### src/fsc_pkg.sv
// ---------------------------------------------------------------------------
// fsc_pkg
// types and constants shared by the fuzzy speed controller modules
// ---------------------------------------------------------------------------
package fsc_pkg;

    localparam int GRADE_W = 8;
    localparam int AREA_W = 17;
    localparam int NUM_W = 27;
    localparam int DEN_W = 19;
    localparam int QUO_W = 10;

    typedef logic [GRADE_W-1:0] grade_t;

    // rule strengths per output set
    typedef struct packed {
        grade_t brake;
        grade_t steady;
        grade_t gas;
    } strength_t;

    // weighted sums for the centroid division
    typedef struct packed {
        logic signed [NUM_W-1:0] num;
        logic [DEN_W-1:0] den;
    } sums_t;

    // trapezoid grade, x pre-clamped by caller to a narrow range
    function automatic grade_t trap_grade(input logic signed [11:0] x,
                                          input int left, input int right,
                                          input int rise, input int fall);
        logic signed [12:0] d1;
        logic signed [12:0] d2;
        logic signed [20:0] p1;
        logic signed [20:0] p2;
        logic signed [20:0] m;
        d1 = 13'(x) - 13'(left);
        d2 = 13'(right) - 13'(x);
        p1 = 21'(d1) * 21'(rise);
        p2 = 21'(d2) * 21'(fall);
        m = (p1 < p2) ? p1 : p2;
        if (d1 <= 0 || d2 <= 0) begin
            return '0;
        end else if (m > 21'sd255) begin
            return 8'd255;
        end
        return m[7:0];
    endfunction

    // clipped trapezoid area h*(2*base - h/rise - h/fall)/2
    function automatic logic [AREA_W-1:0] clip_area(input grade_t h, input int base,
                                                    input int rise, input int fall);
        logic [10:0] top2;
        logic [19:0] prod;
        top2 = 11'(2 * base) - 11'(h / 8'(rise)) - 11'(h / 8'(fall));
        prod = 20'(h) * 20'(top2);
        return AREA_W'(prod >> 1);
    endfunction

    function automatic grade_t gmin(input grade_t a, input grade_t b);
        return (a < b) ? a : b;
    endfunction

    function automatic grade_t gmax(input grade_t a, input grade_t b);
        return (a > b) ? a : b;
    endfunction

endpackage

### src/fsc_fuzz.sv
// ---------------------------------------------------------------------------
// fsc_fuzz
// fuzzification and rule evaluation, two register stages
// ---------------------------------------------------------------------------
module fsc_fuzz #(
    parameter int INPUT_WIDTH = 16
) (
    input  logic                          aclk,
    input  logic                          aresetn,
    input  logic                          en,
    input  logic                          in_valid,
    input  logic signed [INPUT_WIDTH-1:0] lat,
    input  logic signed [INPUT_WIDTH-1:0] lon,
    output logic                          out_valid,
    output fsc_pkg::strength_t            strength
);
    import fsc_pkg::*;

    logic               v1_reg;
    logic [4:0][7:0]    g_reg;
    logic [4:0][7:0]    g_next;
    logic               v2_reg;
    strength_t          s_reg;
    strength_t          s_next;
    logic signed [11:0] lat_c;
    logic signed [11:0] lon_c;

    // clamp inputs to a range that covers every trapezoid
    always_comb begin
        lat_c = (lat > INPUT_WIDTH'(400)) ? 12'sd400 :
                (lat < -INPUT_WIDTH'(400)) ? -12'sd400 : 12'(lat);
        lon_c = (lon > INPUT_WIDTH'(400)) ? 12'sd400 :
                (lon < -INPUT_WIDTH'(400)) ? -12'sd400 : 12'(lon);
        g_next[0] = trap_grade(lat_c, 0, 15, 127, 23);
        g_next[1] = trap_grade(lat_c, 4, 20, 23, 127);
        g_next[2] = trap_grade(lon_c, 0, 150, 127, 2);
        g_next[3] = trap_grade(lon_c, 60, 240, 3, 3);
        g_next[4] = trap_grade(lon_c, 150, 300, 2, 127);
    end

    // min/max rule base
    always_comb begin
        s_next.brake  = gmax(gmax(g_reg[2], gmin(g_reg[3], g_reg[1])),
                             gmin(g_reg[4], g_reg[1]));
        s_next.steady = gmin(g_reg[2], g_reg[1]);
        s_next.gas    = gmin(g_reg[4], g_reg[0]);
    end

    // stage registers
    always_ff @(posedge aclk) begin
        if (!aresetn) begin
            v1_reg <= 1'b0;
            v2_reg <= 1'b0;
        end else if (en) begin
            v1_reg <= in_valid;
            v2_reg <= v1_reg;
        end
        if (en) begin
            g_reg <= g_next;
            s_reg <= s_next;
        end
    end

    assign out_valid = v2_reg;
    assign strength  = s_reg;
endmodule

### src/fsc_defuzz.sv
// ---------------------------------------------------------------------------
// fsc_defuzz
// clipped areas and weighted sums, two register stages
// ---------------------------------------------------------------------------
module fsc_defuzz (
    input  logic               aclk,
    input  logic               aresetn,
    input  logic               en,
    input  logic               in_valid,
    input  fsc_pkg::strength_t strength,
    output logic               out_valid,
    output fsc_pkg::sums_t     sums
);
    import fsc_pkg::*;

    logic              v1_reg;
    logic [AREA_W-1:0] ab_reg, as_reg, ag_reg;
    logic              v2_reg;
    sums_t             sums_reg;
    sums_t             sums_next;

    // centroids: brake -200, steady 0, gas 200
    always_comb begin
        sums_next.num = NUM_W'(signed'({1'b0, ag_reg}) - signed'({1'b0, ab_reg}))
                        * NUM_W'(200);
        sums_next.den = DEN_W'(ab_reg) + DEN_W'(as_reg) + DEN_W'(ag_reg);
    end

    always_ff @(posedge aclk) begin
        if (!aresetn) begin
            v1_reg <= 1'b0;
            v2_reg <= 1'b0;
        end else if (en) begin
            v1_reg <= in_valid;
            v2_reg <= v1_reg;
        end
        if (en) begin
            ab_reg   <= clip_area(strength.brake, 400, 3, 1);
            as_reg   <= clip_area(strength.steady, 510, 1, 1);
            ag_reg   <= clip_area(strength.gas, 400, 1, 3);
            sums_reg <= sums_next;
        end
    end

    assign out_valid = v2_reg;
    assign sums      = sums_reg;
endmodule

### src/fsc_div.sv
// ---------------------------------------------------------------------------
// fsc_div
// pipelined restoring divider, one quotient bit per stage, then banding
// ---------------------------------------------------------------------------
module fsc_div (
    input  logic                  aclk,
    input  logic                  aresetn,
    input  logic                  en,
    input  logic                  in_valid,
    input  fsc_pkg::sums_t        sums,
    output logic                  out_valid,
    output logic signed [3:0]     esc_step,
    output logic signed [9:0]     drive_value,
    output logic                  any_rule_fired
);
    import fsc_pkg::*;

    localparam int NS = QUO_W;
    localparam int MAG_W = NUM_W - 1;

    logic [NS:0]            v_reg;
    logic [NS:0][MAG_W-1:0] rem_reg;
    logic [NS:0][DEN_W-1:0] den_reg;
    logic [NS:0][QUO_W-1:0] q_reg;
    logic [NS:0]            neg_reg;
    logic [MAG_W-1:0]       mag_in;
    logic signed [9:0]      drv;
    logic                   fired;
    logic signed [3:0]      step_reg, step_next;
    logic signed [9:0]      drive_reg;
    logic                   fired_reg;
    logic                   vo_reg;

    assign mag_in = sums.num[NUM_W-1] ? MAG_W'(-sums.num) : MAG_W'(sums.num);

    // each stage produces one quotient bit, msb first
    always_ff @(posedge aclk) begin
        if (!aresetn) begin
            v_reg  <= '0;
            vo_reg <= 1'b0;
        end else if (en) begin
            v_reg  <= {v_reg[NS-1:0], in_valid};
            vo_reg <= v_reg[NS];
        end
        if (en) begin
            rem_reg[0] <= mag_in;
            den_reg[0] <= sums.den;
            q_reg[0]   <= '0;
            neg_reg[0] <= sums.num[NUM_W-1];
            for (int i = 0; i < NS; i++) begin
                den_reg[i+1] <= den_reg[i];
                neg_reg[i+1] <= neg_reg[i];
                if (rem_reg[i] >= (MAG_W+QUO_W)'(den_reg[i]) << (NS-1-i)) begin
                    rem_reg[i+1] <= rem_reg[i]
                                    - MAG_W'((MAG_W+QUO_W)'(den_reg[i]) << (NS-1-i));
                    q_reg[i+1]   <= q_reg[i] | QUO_W'(1 << (NS-1-i));
                end else begin
                    rem_reg[i+1] <= rem_reg[i];
                    q_reg[i+1]   <= q_reg[i];
                end
            end
            step_reg  <= step_next;
            drive_reg <= drv;
            fired_reg <= fired;
        end
    end

    // sign, zero area, banding (lower step wins at ties)
    always_comb begin
        fired = den_reg[NS] != '0;
        drv = !fired ? 10'sd0 :
              neg_reg[NS] ? -signed'(q_reg[NS]) : signed'(q_reg[NS]);
        step_next = '0;
        for (int k = 4; k >= -4; k--) begin
            if (12'(drv) <= 12'(k*100+50) && 12'(drv) >= 12'(k*100-50)) begin
                step_next = 4'(k);
            end
        end
    end

    assign out_valid      = vo_reg;
    assign esc_step       = step_reg;
    assign drive_value    = drive_reg;
    assign any_rule_fired = fired_reg;
endmodule

### src/fuzzy_speed_controller_unit.sv
// throughput: one request per cycle while no stall holds the pipeline
// a stall freezes the whole pipeline, so no skid buffer is needed
// reset: synchronous, active low, clears every valid bit
// ---------------------------------------------------------------------------
// fuzzy_speed_controller_unit
// pipelined mamdani fuzzy controller for a speed step
// ---------------------------------------------------------------------------
module fuzzy_speed_controller_unit #(
    parameter int INPUT_WIDTH = 16
) (
    input  logic                       aclk,
    input  logic                       aresetn,
    input  logic                       s_tvalid,
    output logic                       s_tready,
    // lateral_offset, longitudinal_distance
    input  logic [2*INPUT_WIDTH-1:0]   s_tdata,
    output logic                       m_tvalid,
    input  logic                       m_tready,
    // esc_step[3:0], drive_value[13:4], any_rule_fired[14], zero pad
    output logic [15:0]                m_tdata
);
    import fsc_pkg::*;

    logic        en;
    logic        v_fz, v_df;
    strength_t   strength;
    sums_t       sums;
    logic signed [3:0] step;
    logic signed [9:0] drv;
    logic        fired;

    // pipeline advances unless a held result is not taken
    assign en       = !m_tvalid || m_tready;
    assign s_tready = en;

    fsc_fuzz #(.INPUT_WIDTH(INPUT_WIDTH)) u_fuzz (
        .aclk(aclk), .aresetn(aresetn), .en(en), .in_valid(s_tvalid),
        .lat(s_tdata[INPUT_WIDTH-1:0]), .lon(s_tdata[2*INPUT_WIDTH-1:INPUT_WIDTH]),
        .out_valid(v_fz), .strength(strength)
    );

    fsc_defuzz u_defuzz (
        .aclk(aclk), .aresetn(aresetn), .en(en), .in_valid(v_fz),
        .strength(strength), .out_valid(v_df), .sums(sums)
    );

    fsc_div u_div (
        .aclk(aclk), .aresetn(aresetn), .en(en), .in_valid(v_df), .sums(sums),
        .out_valid(m_tvalid), .esc_step(step), .drive_value(drv),
        .any_rule_fired(fired)
    );

    assign m_tdata = {1'b0, fired, drv, step};
endmodule

### config.mk
export PLATFORM = sky130hd
export DESIGN_NAME = fuzzy_speed_controller_unit
export DESIGN_NICKNAME = d
export VERILOG_FILES = /design/src/fsc_pkg.sv /design/src/fsc_fuzz.sv /design/src/fsc_defuzz.sv /design/src/fsc_div.sv /design/src/fuzzy_speed_controller_unit.sv
export SDC_FILE = /design/constraint.sdc
export NUM_CORES = 2
export LEC_CHECK = 0
export BUFFER_PORTS_ARGS = -buffer_cell sky130_fd_sc_hd__buf_2
export CELL_PAD_IN_SITES_DETAIL_PLACEMENT = 0
export CELL_PAD_IN_SITES_GLOBAL_PLACEMENT = 1
export CORE_MARGIN = 1
export CORE_UTILIZATION = 30
export DETAILED_ROUTE_END_ITERATION = 7
export PLACE_DENSITY = 0.53
export SLEW_MARGIN = 20
export SYNTH_ARGS = -nofsm -noshare
export SYNTH_HDL_FRONTEND = slang
export SYNTH_SLANG_ARGS = --single-unit
### constraint.sdc
create_clock -name aclk -period 61.1 [get_ports aclk]
set_input_delay 15.275 -clock aclk [delete_from_list [all_inputs] [get_ports aclk]]
set_output_delay 15.275 -clock aclk [all_outputs]
set_load 0.01 [all_outputs]
==> metrics.yaml <==
status:
  status: "complete, but fails checks"
  violations: "design-rule violations"
setup_path:
  critPathMaxFanout: 94
  worstReg2RegStart: "u_fuzz.strength[6]"
  critPathRequiredTime_ns: 45.82
  cp_common_cell: "buf_2"
  cp-end-kind: "primary output"
  r2r_slack_ns: 51.37
  cp.arrival_ns: 16.33
  worstSetupPathType: "input pin to primary output"
  rr_endpoint: "u_defuzz.ag_reg[16]"
  reg2reg_depth: 35
  crit_start: "m_tready"
  critPathMaxStageDelay_ns: 0.47
  startpoint_type: "input pin"
  crit_slowest_cell: "inv_8"
  cp_cell_sequence: "buf_2 -> nor2b_1 -> buf_4 -> inv_8 -> buf_2"
cts:
  postCtsSetupRepairBufs: 0
  cts_buffer_depth: 3
  cts_htree_levels: 3
  cts_tree: "done"
  numCtsBuffers: 85
  cts_resized: 0
  root_buffer: "clkbuf_16"
  clock_latency_ns: 0.70
  clk_pin_slew_ns: 0.06
  ctsHoldBuffers: 0
  cts.sinks: 696
logic_synthesis:
  yosysTopAreaCellShare_pct: 30.1
  synth-main-ff-cell: "edfxtp_1"
  ys_ff_latch: 696
  syn-num-nets: 8173
  synth.area.top_cells: "edfxtp_1, ha_1, fa_1, inv_1, xnor2_1"
  ys_seq_area_share_pct: 30.6
  ys_types: 101
  yosysWarnings: 0
  syn_area_per_cell_sq_um: 9.97
  synth_area_leader_cell: "edfxtp_1"
  synth_area_sq_um: 67900
  synth-edff-count: 680
  yosysMostFrequentCell: "inv_1"
  synth.top_cells.by_count: "inv_1, ha_1, edfxtp_1"
  synthArstFlopShare_pct: 0
  synthCells: 6807
timing:
  slew-limit-headroom_pct: 26.0
  finalHoldViolCount: 0
  drv_slew: 0
  postLayoutSetupSlackWorst_ns: 29.50
  rsz0062_at_grt: "false"
  whs_ns: 0.414
  period_share_pct: 51.7
  worstMarginPinSlew_ns: 1.11
  finalWorstPathRequiredPeriod_ns: 31.60
  finalSetupViolations: 0
  fmax_mhz: 31.6
  fin_worst_skew_ns: 0.0553
  tns_ns: 0
min_path:
  min_path_type: "flop to flop"
  hold_start: "u_div.q_reg[57]"
  min_path_cells: 0
  hold_end: "u_div.q_reg[67]"
finish:
  fill_cells: 22900
  fin_nets: 8244
  final_util_pct: 33.2
  drive_above_1_share_pct: 5.67
  antenna_cells: 0
  area_growth_pct: 10.1
  largest_reg_flops: 233
floorplan:
  num_io_pins: 54
  start_util_pct: 30.2
  die_h_microns: 478
  die_w_microns: 478
  dieArea_sq_um: 228000
  core_sq_um: 225000
  rows: 174
global_route:
  grt_overflow: 0
  grt_pass1_vias: 48900
  grt_usage_pct: 14.5
  grt_pass1_wl_mm: 269
  antenna_found_initial: 10
  grt_max_degree: 199
drt:
  route.detailed.drc: 11
  ant_nets: 0
  vias: 47100
  drt_iter0_markers: 2258
  first_pass_iters: 8
  wl_per_cell_microns: 16.4
  postRouteWirelength_mm: 163
  vias_per_cell: 4.74
placement:
  place_congestion: 0.828
  portBuffers: 52
  dp_hpwl_mm: 132
  post-place-ws_ns: 29.45
job:
  cap_violations: 0
stage by stage:
step | instance area, sq um | instances
2_1_floorplan | 67900 | 6807
3_3_place_gp | 71800 | 9782
3_5_place_dp | 71800 | 9782
4_1_cts | 74700 | 9939
5_1_grt | 74700 | 9940
6_report | 74700 | 9940
kinds of logic after synthesis:
kind of cell,Yosys count,share of synthesized area [%]
simple gates,1564,11.6
compound gates,1365,13.0
fa+ha+maj,1331,29.2
buf+inv,1197,6.65
flops,696,30.6
xor+xnor,495,6.40
mux,158,2.50
other cells,1,0.00553
per-layer routing:
metal | part of all wire (%) | vias to the layer above | GRT usage (%)
met1 | 49 | 22600 | 20.0
li1 | - | 23800 | -
met3 | 2.7 | 164 | 1.57
met4 | 1.8 | 4 | 2.90
met5 | 0.015 | - | 0
met2 | 47 | 505 | 24.5
worst max-delay path by stage:
stage	end	slack (ns)	cells past startpoint
after global placement	s_tready	29.47	5
final	s_tready	29.50	5
after detailed placement	s_tready	29.45	5
after floorplan	s_tready	11.66	4
after CTS	s_tready	29.44	5
after global routing	s_tready	29.39	5
cell type report:
type | count | area, sq um | area share, %
tap | 2992 | 3740 | 5.01
clock inverter | 54 | 654 | 0.876
inverter | 1087 | 4090 | 5.48
timing repair buffer | 94 | 608 | 0.814
multi-input combinational | 4914 | 42700 | 57.1
clock buffer | 103 | 2190 | 2.94
sequential | 696 | 20700 | 27.8
worst max-delay path, delay by kind of cell:
kind | cells | cell delay [ns]
AND/OR/NAND/NOR | 1 | 0.04
buffers and inverters | 4 | 1.00
cells in the final DEF (no fill, tap or decap), types with 48 or more instances in the layout:
cell type	count
a31oi_1	49
buf_2	52
mux2i_1	65
edfxtp_1	680
nand2_1	335
nand3_1	111
xnor2_1	345
o21ai_0	329
o21a_1	78
nor3_1	113
inv_1	1079
nor2b_1	108
and2_1	140
clkbuf_16	85
a21o_1	138
a21oi_1	349
a211oi_1	48
nand2b_1	99
fa_1	426
xor2_1	149
mux2_2	93
nand4_1	58
nor2_1	376
ha_1	904
Power is not shown: default switching activity piles up to over one toggle a cycle in this logic, so the estimate is an artifact.
